<file path="src/rtl/bblc_pkg.sv">
// ----------------------------------------------------------------------------
// bblc_pkg: shared types and constants for the byte budget LRU cache
// Operation codes, table geometry, controller states and command bundles.
// ----------------------------------------------------------------------------
package bblc_pkg;

  localparam int CAPACITY   = 16;
  localparam int KEY_BITS   = 32;
  localparam int SLOT_BITS  = $clog2(CAPACITY);
  localparam int CNT_BITS   = $clog2(CAPACITY + 1);
  localparam int TOTAL_BITS = 36;
  localparam logic [31:0] BUDGET_RESET = 32'd67108864;

  localparam logic [2:0] OP_PUT      = 3'd0;
  localparam logic [2:0] OP_GET      = 3'd1;
  localparam logic [2:0] OP_REMOVE   = 3'd2;
  localparam logic [2:0] OP_CLEAR    = 3'd3;
  localparam logic [2:0] OP_CONTAINS = 3'd4;

  typedef enum logic [2:0] {
    ST_IDLE,
    ST_SEARCH,
    ST_DROP,
    ST_EVICT,
    ST_INSERT,
    ST_EXEC,
    ST_DONE
  } state_t;

  // controller to datapath
  typedef struct packed {
    logic load;     // latch the input item, clear per-item flags
    logic search;   // compare key against all slots, record match
    logic drop;     // drop the matched slot
    logic evict;    // drop the LRU slot, count an eviction
    logic insert;   // insert the new entry as most recent
    logic exec;     // get, remove, clear or probe
    logic publish;  // write the result register
  } dp_cmd_t;

  // datapath to controller
  typedef struct packed {
    logic [2:0] op;
    logic       match;
    logic       over_budget;  // live entries remain and total + size > budget
    logic       full;
  } dp_stat_t;

endpackage

</file>
<file path="src/rtl/byte_budget_lru_cache_core.sv">
// ----------------------------------------------------------------------------
// byte_budget_lru_cache_core: size-weighted LRU cache with a byte budget
// Get/remove/clear/probe go through search, exec and done; put goes through
// search, a drop of the matching entry if any, the eviction loop and insert,
// with one eviction per cycle in the eviction loop.
// Throughput: one item at a time; a new item is taken while the last result
// waits in the output register. Reset empties the table, budget = 64 MiB.
// ----------------------------------------------------------------------------
module byte_budget_lru_cache_core import bblc_pkg::*; (
  input  logic                  clk,
  input  logic                  rst,
  input  logic                  in_valid,
  output logic                  in_ready,
  input  logic [2:0]            operation,
  input  logic [31:0]           key_tag,
  input  logic [31:0]           entry_size,
  input  logic [31:0]           entry_handle,
  output logic                  out_valid,
  input  logic                  out_ready,
  output logic                  hit,
  output logic [31:0]           found_handle,
  output logic [15:0]           access_count,
  output logic [TOTAL_BITS-1:0] used_bytes,
  output logic [CNT_BITS-1:0]   entry_count,
  output logic [CNT_BITS-1:0]   evicted_count,
  input  logic                  psel,
  input  logic                  penable,
  input  logic                  pwrite,
  input  logic [1:0]            paddr,
  input  logic [31:0]           pwdata,
  output logic [31:0]           prdata,
  output logic                  pready
);

  dp_cmd_t  cmd;
  dp_stat_t stat;
  logic     busy, in_fire, out_busy;
  logic [31:0] budget;

  // config register
  assign pready = 1'b1;
  always_ff @(posedge clk) begin
    if (rst) budget <= BUDGET_RESET;
    else if (psel && penable && pwrite && paddr == 2'd0) budget <= pwdata;
  end
  assign prdata = (paddr == 2'd0) ? budget : 32'd0;

  // handshake
  assign in_ready = !busy;
  assign in_fire  = in_valid && in_ready;
  assign out_busy = out_valid && !out_ready;
  always_ff @(posedge clk) begin
    if (rst) out_valid <= 1'b0;
    else if (cmd.publish) out_valid <= 1'b1;
    else if (out_ready) out_valid <= 1'b0;
  end

  bblc_ctrl u_ctrl (
    .clk(clk), .rst(rst), .in_fire(in_fire), .out_busy(out_busy),
    .stat(stat), .cmd(cmd), .busy(busy)
  );

  bblc_datapath u_dp (
    .clk(clk), .rst(rst), .cmd(cmd), .stat(stat), .budget(budget),
    .in_op(operation), .in_key(key_tag), .in_size(entry_size),
    .in_handle(entry_handle),
    .res_hit(hit), .res_handle(found_handle), .res_count(access_count),
    .res_used(used_bytes), .res_entries(entry_count),
    .res_evicted(evicted_count)
  );

endmodule

</file>
<file path="src/rtl/bblc_ctrl.sv">
// ----------------------------------------------------------------------------
// bblc_ctrl: operation sequencer
// Steps one item through search, drop, eviction, insert or exec, and result publish.
// ----------------------------------------------------------------------------
module bblc_ctrl import bblc_pkg::*; (
  input  logic     clk,
  input  logic     rst,
  input  logic     in_fire,
  input  logic     out_busy,
  input  dp_stat_t stat,
  output dp_cmd_t  cmd,
  output logic     busy
);

  state_t state, state_next;

  always_ff @(posedge clk) begin
    if (rst) state <= ST_IDLE;
    else     state <= state_next;
  end

  // next state
  always_comb begin
    state_next = state;
    case (state)
      ST_IDLE:   if (in_fire) state_next = ST_SEARCH;
      ST_SEARCH: begin
        if (stat.op == OP_PUT) state_next = stat.match ? ST_DROP : ST_EVICT;
        else                   state_next = ST_EXEC;
      end
      ST_DROP:   state_next = ST_EVICT;
      ST_EVICT:  if (!stat.over_budget && !stat.full) state_next = ST_INSERT;
      ST_INSERT: state_next = ST_DONE;
      ST_EXEC:   state_next = ST_DONE;
      ST_DONE:   if (!out_busy) state_next = ST_IDLE;
      default:   state_next = ST_IDLE;
    endcase
  end

  // outputs
  always_comb begin
    cmd  = '0;
    busy = 1'b1;
    case (state)
      ST_IDLE: begin
        busy     = 1'b0;
        cmd.load = in_fire;
      end
      ST_SEARCH: cmd.search = 1'b1;
      ST_DROP:   cmd.drop   = 1'b1;
      ST_EVICT:  cmd.evict  = stat.over_budget || stat.full;
      ST_INSERT: cmd.insert = 1'b1;
      ST_EXEC:   cmd.exec   = 1'b1;
      ST_DONE:   cmd.publish = !out_busy;
      default:   busy = 1'b1;
    endcase
  end

endmodule

</file>
<file path="src/rtl/bblc_datapath.sv">
// ----------------------------------------------------------------------------
// bblc_datapath: entry table, recency ranks and byte total
// Slot registers with per-slot rank update cells and one result register.
// ----------------------------------------------------------------------------
module bblc_datapath import bblc_pkg::*; (
  input  logic                  clk,
  input  logic                  rst,
  input  dp_cmd_t               cmd,
  output dp_stat_t              stat,
  input  logic [31:0]           budget,
  input  logic [2:0]            in_op,
  input  logic [31:0]           in_key,
  input  logic [31:0]           in_size,
  input  logic [31:0]           in_handle,
  output logic                  res_hit,
  output logic [31:0]           res_handle,
  output logic [15:0]           res_count,
  output logic [TOTAL_BITS-1:0] res_used,
  output logic [CNT_BITS-1:0]   res_entries,
  output logic [CNT_BITS-1:0]   res_evicted
);

  logic [CAPACITY-1:0] valid;
  logic [KEY_BITS-1:0] keys    [CAPACITY];
  logic [31:0]         sizes   [CAPACITY];
  logic [31:0]         handles [CAPACITY];
  logic [15:0]         counts  [CAPACITY];
  logic [SLOT_BITS-1:0] ranks  [CAPACITY];
  logic [TOTAL_BITS-1:0] total;
  logic [CNT_BITS-1:0]   live;

  // latched item
  logic [2:0]          op;
  logic [KEY_BITS-1:0] key;
  logic [31:0]         size, handle;
  logic                match, hit_flag;
  logic [SLOT_BITS-1:0] mslot;
  logic [CNT_BITS-1:0]  evicted;
  logic [31:0]          out_handle;
  logic [15:0]          out_count;

  // search: parallel compare, priority encode lowest slot
  logic [CAPACITY-1:0]  eq;
  logic                 any_eq;
  logic [SLOT_BITS-1:0] eq_slot;
  always_comb begin
    any_eq  = 1'b0;
    eq_slot = '0;
    for (int i = CAPACITY - 1; i >= 0; i--) begin
      eq[i] = valid[i] && (keys[i] == key);
      if (eq[i]) begin
        any_eq  = 1'b1;
        eq_slot = SLOT_BITS'(i);
      end
    end
  end

  // LRU slot and first free slot
  logic [SLOT_BITS-1:0] lru_slot, free_slot;
  logic [SLOT_BITS-1:0] last_rank;
  assign last_rank = SLOT_BITS'(live - CNT_BITS'(1));
  always_comb begin
    lru_slot  = '0;
    free_slot = '0;
    for (int i = CAPACITY - 1; i >= 0; i--) begin
      if (valid[i] && ranks[i] == last_rank) lru_slot = SLOT_BITS'(i);
      if (!valid[i]) free_slot = SLOT_BITS'(i);
    end
  end

  // status; match is the live compare, read by the controller during search
  logic [TOTAL_BITS:0] need;
  assign need = {1'b0, total} + (TOTAL_BITS + 1)'(size);
  assign stat.op          = op;
  assign stat.match       = any_eq;
  assign stat.over_budget = (live != '0) && (need > (TOTAL_BITS + 1)'(budget));
  assign stat.full        = (live == CNT_BITS'(CAPACITY));

  // slot chosen for drop: matched slot for drop/remove, LRU for evict
  logic                 do_drop;
  logic [SLOT_BITS-1:0] dslot;
  assign do_drop = cmd.drop || cmd.evict ||
                   (cmd.exec && op == OP_REMOVE && match);
  assign dslot   = cmd.evict ? lru_slot : mslot;
  logic do_touch;
  assign do_touch = cmd.exec && op == OP_GET && match;

  // control registers
  always_ff @(posedge clk) begin
    if (rst) begin
      valid <= '0;
      total <= '0;
      live  <= '0;
    end else if (do_drop) begin
      valid[dslot] <= 1'b0;
      total <= total - TOTAL_BITS'(sizes[dslot]);
      live  <= live - CNT_BITS'(1);
    end else if (cmd.insert) begin
      valid[free_slot] <= 1'b1;
      total <= total + TOTAL_BITS'(size);
      live  <= live + CNT_BITS'(1);
    end else if (cmd.exec && op == OP_CLEAR) begin
      valid <= '0;
      total <= '0;
      live  <= '0;
    end
  end

  // per-slot rank cells and payload stores
  always_ff @(posedge clk) begin
    for (int i = 0; i < CAPACITY; i++) begin
      if (do_drop) begin
        if (valid[i] && SLOT_BITS'(i) != dslot && ranks[i] > ranks[dslot])
          ranks[i] <= ranks[i] - SLOT_BITS'(1);
      end else if (cmd.insert) begin
        if (valid[i]) ranks[i] <= ranks[i] + SLOT_BITS'(1);
      end else if (do_touch) begin
        if (SLOT_BITS'(i) == mslot) ranks[i] <= '0;
        else if (valid[i] && ranks[i] < ranks[mslot])
          ranks[i] <= ranks[i] + SLOT_BITS'(1);
      end
    end
    if (cmd.insert) begin
      keys[free_slot]    <= key;
      sizes[free_slot]   <= size;
      handles[free_slot] <= handle;
      counts[free_slot]  <= '0;
      ranks[free_slot]   <= '0;
    end
    if (do_touch && counts[mslot] != 16'hFFFF)
      counts[mslot] <= counts[mslot] + 16'd1;
  end

  // item registers
  always_ff @(posedge clk) begin
    if (cmd.load) begin
      op      <= in_op;
      key     <= in_key[KEY_BITS-1:0];
      size    <= in_size;
      handle  <= in_handle;
      evicted <= '0;
      out_handle <= '0;
      out_count  <= '0;
    end
    if (cmd.search) begin
      match <= any_eq;
      mslot <= eq_slot;
      hit_flag <= any_eq && (op == OP_PUT || op == OP_GET ||
                             op == OP_REMOVE || op == OP_CONTAINS);
    end
    if (cmd.evict) evicted <= evicted + CNT_BITS'(1);
    if (do_touch) begin
      out_handle <= handles[mslot];
      out_count  <= (counts[mslot] == 16'hFFFF) ? 16'hFFFF : counts[mslot] + 16'd1;
    end
  end

  // result register
  always_ff @(posedge clk) begin
    if (cmd.publish) begin
      res_hit     <= hit_flag;
      res_handle  <= out_handle;
      res_count   <= out_count;
      res_used    <= total;
      res_entries <= live;
      res_evicted <= evicted;
    end
  end

endmodule
</file>
<file path="config.mk">
export PLATFORM = sky130hd
export DESIGN_NAME = byte_budget_lru_cache_core
export DESIGN_NICKNAME = d
export VERILOG_FILES = /design/src/rtl/bblc_pkg.sv /design/src/rtl/byte_budget_lru_cache_core.sv /design/src/rtl/bblc_ctrl.sv /design/src/rtl/bblc_datapath.sv
export SDC_FILE = /design/constraint.sdc
export NUM_CORES = 2
export LEC_CHECK = 0
export CELL_PAD_IN_SITES_DETAIL_PLACEMENT = 1
export CELL_PAD_IN_SITES_GLOBAL_PLACEMENT = 1
export CORE_MARGIN = 5
export CORE_UTILIZATION = 49
export CTS_CLUSTER_DIAMETER = 60
export DETAILED_ROUTE_END_ITERATION = 7
export DONT_BUFFER_PORTS = 1
export PLACE_DENSITY_LB_ADDON = 0.25
export SYNTH_ARGS = -nofsm -noshare
export SYNTH_HDL_FRONTEND = slang
export SYNTH_SLANG_ARGS = --single-unit
</file>
<file path="constraint.sdc">
create_clock -name clk -period 9.45 [get_ports clk]
set_input_delay 0.945 -clock clk [delete_from_list [all_inputs] [get_ports clk]]
set_output_delay 0.945 -clock clk [all_outputs]
set_load 0.1 [all_outputs]
</file>
Word-level counts from Yosys, hierarchy flattened. Memory sizes are Yosys's and may differ from the RTL's. Cells that the tools add are included.

Input bits: 140. Register bits: 346. Output and inout bits: 130. Memories: 5. Memory bits (writable): 1856.

Add/subtract/negate cells: 39. Mux-type cells: 443. $lt $le $gt $ge: 37. Bitwise operators: 51. Reductions and logical operators: 122. Eq/ne operators: 78.

Memory list: u_dp.handles (words 16, bits a word 32, read ports 1, clocked after Yosys merged registers in 0, write ports 1, RTL line bblc_datapath.sv:26) `logic [31:0] handles [CAPACITY];`; u_dp.keys (words 16, bits a word 32, read ports 16, clocked after Yosys merged registers in 0, write ports 1, RTL line bblc_datapath.sv:24) `logic [KEY_BITS-1:0] keys [CAPACITY];`; u_dp.sizes (words 16, bits a word 32, read ports 1, clocked after Yosys merged registers in 0, write ports 1, RTL line bblc_datapath.sv:25) `logic [31:0] sizes [CAPACITY];`; u_dp.counts (words 16, bits a word 16, read ports 1, clocked after Yosys merged registers in 0, write ports 1, RTL line bblc_datapath.sv:27) `logic [15:0] counts [CAPACITY];`; u_dp.ranks (words 16, bits a word 4, read ports 18, clocked after Yosys merged registers in 0, write ports 17, RTL line bblc_datapath.sv:28) `logic [SLOT_BITS-1:0] ranks [CAPACITY];`.

Operators by type and width (number): 32-bit equality test (16); 4-bit two-way mux (90); 1-bit two-way mux (322); 16-bit two-way mux (7); 36-bit two-way mux (3); 1-bit logical AND (96); 32-bit two-way mux (3); 4-bit by 1-bit adder with 4-bit output (second input constant) (16); 4-bit equality test (16); 4-bit greater-than comparator (16); 4-bit < comparator (16); 4-bit by 1-bit subtractor with 4-bit output (second input constant) (16); 1-bit OR (48); 36-bit by 32-bit adder with 37-bit output (1); 37-bit by 32-bit greater-than comparator with 1-bit output (1); 36-bit by 32-bit adder with 36-bit output (1); 36-bit by 32-bit subtractor with 36-bit output (1); 4-bit equality test (first input constant) (8); 4-bit inequality test (first input constant) (8); 5-bit two-way mux (5); 3-bit two-way mux (8); 3-bit case mux with 6 select lines (1); 16-bit by 1-bit adder with 16-bit output (second input constant) (1); 16-bit bitwise AND (1); 36 further kinds (69).

Longest topological paths before layout.
Depth in word-level cells: 29. Mapped depth: 43. Depth with buffers taken out: 39.

Cells and area by module. From an unflattened synthesis, not the netlist that was laid out.

Cells, all modules: 6318. Area total of the unflattened synthesis: 97212.0 µm².

Modules (own cells, without submodules): bblc_datapath (area an instance 95181.3 µm², instances 1, cells an instance 6098, sequential area each 63831.2 µm²); byte_budget_lru_cache_core (area an instance 1749.2 µm², instances 1, cells an instance 184, sequential area each 660.6 µm²); bblc_ctrl (area an instance 281.5 µm², instances 1, cells an instance 36, sequential area each 60.1 µm²).

Worst setup path after synthesis. OpenSTA, ideal clock, no wires.

Path type: register to register. Start point: register u_dp.size[0]. End point: register u_dp.total[35]. Data arrival time: 8727 ps. Required time: 9317 ps. Setup time: 133 ps. Path buffers: 3. Slack: 590 ps. Clock period less this slack: 8860 ps. Cell stages (with the launch flop): 40. Cells stage by stage: edfxtp_1 -> ha_1 -> inv_1 -> fa_1 -> nand2b_1 -> a21oi_1 -> o2111ai_1 -> a31oi_1 -> a21oi_1 -> o21ai_0 -> a21oi_1 -> xnor2_1 -> ha_1 -> nand2_1 -> or4_1 -> a21oi_1 -> a211oi_1 -> o31a_1 -> (+4 left out) -> buf_2 -> nand2_2 -> buf_2 -> o22ai_1 -> nor4_1 -> ha_1 -> nor2b_1 -> o21a_1 -> o21ai_0 -> a21boi_0 -> o21ai_0 -> a211oi_1 -> o41a_1 -> o31ai_1 -> a31oi_1 -> or4_1 -> a21oi_1 -> a211oi_1.

Cells in the longest elaborated chain, start to end: 9. Elaborated cells on any way between the ends: 14. Classes of those cells: 3 x add/sub; 1 x order compare; 4 x mux; 5 x reduce/logical; 1 x memory.

RTL lines: start, declared (RTL line bblc_datapath.sv:35) `logic [31:0] size, handle;`; start signal, assigned (RTL line bblc_datapath.sv:139) `size <= in_size;`; 36-bit by 32-bit adder with 37-bit output (RTL line bblc_datapath.sv:73) `assign need = {1'b0, total} + (TOTAL_BITS + 1)'(size);`; 37-bit by 32-bit greater-than comparator with 1-bit output (RTL line bblc_datapath.sv:76) `assign stat.over_budget = (live != '0) && (need > (TOTAL_BITS + 1)'(budget));`; 1-bit logical AND (RTL line bblc_datapath.sv:76); 1-bit logical OR (RTL line bblc_ctrl.sv:51) `ST_EVICT: cmd.evict = stat.over_budget || stat.full;`; 1-bit two-way mux (RTL line bblc_ctrl.sv:44) `case (state)`; 4-bit two-way mux (RTL line bblc_datapath.sv:84) `assign dslot = cmd.evict ? lru_slot : mslot;`; memory 16 x 32 bit; 36-bit by 32-bit subtractor with 36-bit output (RTL line bblc_datapath.sv:96) `total <= total - TOTAL_BITS'(sizes[dslot]);`; 36-bit two-way mux (RTL line bblc_datapath.sv:94) `end else if (do_drop) begin`; end signal, assigned (RTL line bblc_datapath.sv:96); end signal, assigned (RTL line bblc_datapath.sv:100) `total <= total + TOTAL_BITS'(size);`; end, declared (RTL line bblc_datapath.sv:29) `logic [TOTAL_BITS-1:0] total;`.

Several ways; a longest one is shown, not always the timed one. A chain may end at the register's enable or synchronous reset.

Worst setup path in the final report.
Start point: register u_dp.size[16]. End point: register u_dp.total[34].

Same word-level chain as after synthesis.

==> flow_summary.json <==
{
  "htreeDepth": 4,
  "clk_latency_ns": 0.88,
  "ir_drop_v": 0.0001992,
  "synth_area_sq_um": 95930,
  "area_delta_synth_final_pct": 15.59,
  "swShare_pct": 32.61,
  "grtUsageMet1_pct": 38.78,
  "holdPathStages": 1,
  "top_usage_layer": "met2",
  "use_met2_pct": 44.27,
  "synth-seq-cells": 2202,
  "yosysWarnings": 0,
  "dpl.cell_count": 8862,
  "drc": 0,
  "cp.arrival_ns": 10.01,
  "p_int_mw": 20.16,
  "cts_buffer_depth": 3,
  "tightest_slew_ns": 1.363,
  "grt_max_degree": 118,
  "seqPwrFrac_pct": 39.8,
  "cp_data_required_time_ns": 10.24,
  "min_period_ns": 9.217,
  "num_vias": 58420,
  "switchingPower_mw": 9.754,
  "post-route-util_pct": 56.93,
  "crit_type": "flip-flop to flip-flop",
  "status": "completed",
  "power.density_nw_per_um2": 269.7,
  "synth_edf_count": 2045,
  "wl_per_cell_um": 30.97,
  "holdCritPathClass": "input pin to flip-flop",
  "clock_skew_ns": 0.03620,
  "nFillCells": 17850,
  "cp_max_fo": 11,
  "clk_pin_slew_ns": 0.06,
  "hpwl_mm": 174.9,
  "setup_violations": 0,
  "routabilityCongestion": 0.9322,
  "yosysTopAreaCell": "edfxtp_1",
  "synth.distinct_cells": 105,
  "hold_viol_final": 0,
  "synth_top_area_share_pct": 64.01,
  "cts_tree": "yes",
  "grt_util_met3_pct": 5.105,
  "antenna_found_initial": 30,
  "synthFlopType": "edfxtp_1",
  "finalNonFillerCells": 9335,
  "grt_overflow": 0,
  "setup_tns_ns": 0,
  "core_area_sq_um": 194800,
  "cp-start-kind": "flip-flop",
  "drive_above_1_share_pct": 18.69,
  "drtIter0Drc": 6463,
  "fin_hold_ws_ns": 0.1436,
  "rr_worst_depth": 42,
  "io-pin-count": 270,
  "die_h_um": 452.5,
  "synthCells": 6131,
  "clkSinkCount": 2202,
  "dieWidth_um": 452.5,
  "slowest_stage": "or4_4",
  "synth_fp_nets": 6518,
  "synth_area_leaders": "edfxtp_1 (64%), mux4_2 (6.1%), xnor2_1 (4.2%), dfxtp_1 (3.3%), ha_1 (3.2%)",
  "ant_nets": 0,
  "fmax_ghz": 0.1085,
  "slew_headroom_pct": 8.969,
  "syn_avg_cell_area_sq_um": 15.65,
  "rows": 162,
  "setup_ws_ns": 0.2327,
  "dp_slack_ns": -0.2325,
  "grt_pass1_vias": 61160,
  "cts_root_buf": "clkbuf_16",
  "grtUsageTotal_pct": 27.72,
  "fin_crit_sh_pct": 97.54,
  "slew_viol_final": 0,
  "ys_seq_area_share_pct": 67.29,
  "port_buffers": 0,
  "grt_pass1_wl_mm": 419.0,
  "cellLeakagePower_nw": 36.59,
  "final_nets": 6882,
  "ff2ff_setup_slack_ns": 0.23,
  "share_comb_of_total_power_pct": 29.3,
  "drt_wl_total_mm": 289.1,
  "vias_per_cell": 6.259,
  "p_clk_share_pct": 31.0,
  "die_area_sq_um": 204700,
  "endpoint_kind": "flip-flop",
  "drv_cap": 0,
  "max_stage_delay_ns": 0.51,
  "initial_utilization_pct": 49.25,
  "async_reset_ff_share_pct": 0,
  "first_pass_iters": 8,
  "cts_made_buffers": 232
}
==> kinds of logic after synthesis <==
logic type / synth area share (%)
flip-flops: 67.29
XOR/XNOR: 6.233
multiplexers: 9.188
other: 0.003909
AO/OA/AOI/OAI: 6.131
buffers and inverters: 1.909
AND/OR/NAND/NOR: 5.999
adder cells (fa/ha/maj): 3.248
==> placed cells by master, fill, tap and decap left out, types with 30 or more instances in the layout <==
master	count
edfxtp_1	2045
nor3_1	66
nor3_2	40
and2_1	54
nor2_1	178
nand2_1	252
o211ai_1	30
clkinv_2	43
clkbuf_16	245
nand4_1	144
mux4_2	260
xor2_1	189
dfxtp_1	157
inv_1	128
nand2b_1	36
a21o_1	39
clkbuf_1	41
nor2b_1	42
nand3_1	113
o22ai_1	133
clkinv_1	41
nor4_1	71
mux2i_1	268
o21a_1	30
a211oi_1	56
buf_4	376
ha_1	236
o21ai_0	143
xnor2_1	461
a21oi_1	189
==> final cells by class <==
type	instances	area, sq um	area share (%)
multi-input cells	3480	30380	27.39
clock buffers	278	6062	5.467
well taps	2624	3283	2.961
inverters	142	603.1	0.5438
diodes	13	32.53	0.02934
clock inverters	159	1745	1.574
repair buffers	437	4237	3.820
flip-flops and latches	2202	64550	58.21
==> synth_stat cells, drive strengths merged (31+ instances only) <==
master	number
edfxtp	2045
xnor2	463
mux2i	272
nand2	261
mux4	260
ha	245
a21oi	199
clkbuf	197
xor2	191
nor2	185
o21ai	172
dfxtp	157
nand4	145
inv	142
o22ai	139
nand3	115
buf	111
nor3	108
nor4	86
a211oi	59
and2	54
nor2b	43
a21o	39
nand2b	37
a31oi	32
o211ai	31
==> power by group through the flow <==
stage / clock (mW) / combinational, mW / sequential [mW]
after detailed placement: 0 / 8.26 / 12.1
after global routing: 9.88 / 9.29 / 11.9
after CTS: 9.39 / 8.41 / 11.9
after floorplan: 0 / 5.19 / 12.0
after global placement: 0 / 8.00 / 12.0
final: 9.26 / 8.75 / 11.9
==> metal layers <==
metal  share of wire [%]  vias up
met5               0.017        -
met4                 3.4        8
met3                 7.8      582
met2                  47     2581
met1                  42    30600
li1                    -    24660
==> worst paths after layout <==
| kind | startpoint | to |
|---|---|---|
| min | rst | u_dp.live[1] |
| max | u_dp.size[16] | u_dp.total[34] |
| max reg2reg | u_dp.size[16] | u_dp.total[34] |
| min reg2reg | u_dp.out_count[7] | u_dp.res_count[7] |
==> metrics by stage <==
stage / instance area (sq um) / power (mW)
after CTS: 110300 / 29.67
after floorplan: 95930 / 17.18
after detailed placement: 102400 / 20.35
after global routing: 110900 / 31.10
after global placement: 102400 / 20.05
final: 110900 / 29.91
==> sequential cells by signal (all words and copies together) (netlist names), 36 cells and up <==
register	flops
u_dp.handles	512
u_dp.counts	256
u_dp.total	36
u_dp.sizes	512
u_dp.res_used	36
u_dp.keys	512
u_dp.ranks	64
==> worst max-delay path: cells and delay by family, from the launching register on <==
kind                     cells  cell delay [ns]
AO/OA/AOI/OAI               22             4.59
flip-flops                   1             0.45
XOR/XNOR                     1             0.14
multiplexers                 1             0.34
adder cells (fa/ha/maj)      3             0.87
AND/OR/NAND/NOR              8             1.61
buffers and inverters        7             1.13
==> repair_timing <==
action / 4_1_cts / 5_1_grt
cloned: 1 / 2
setup endpoints to repair: 7 / 44
hold buffers: 0 / 0
buffers inserted: 7 / 13
pin swaps: 4 / 23
resized for setup: 11 / 87
No activity file was read; power rests on OpenSTA's default activity.
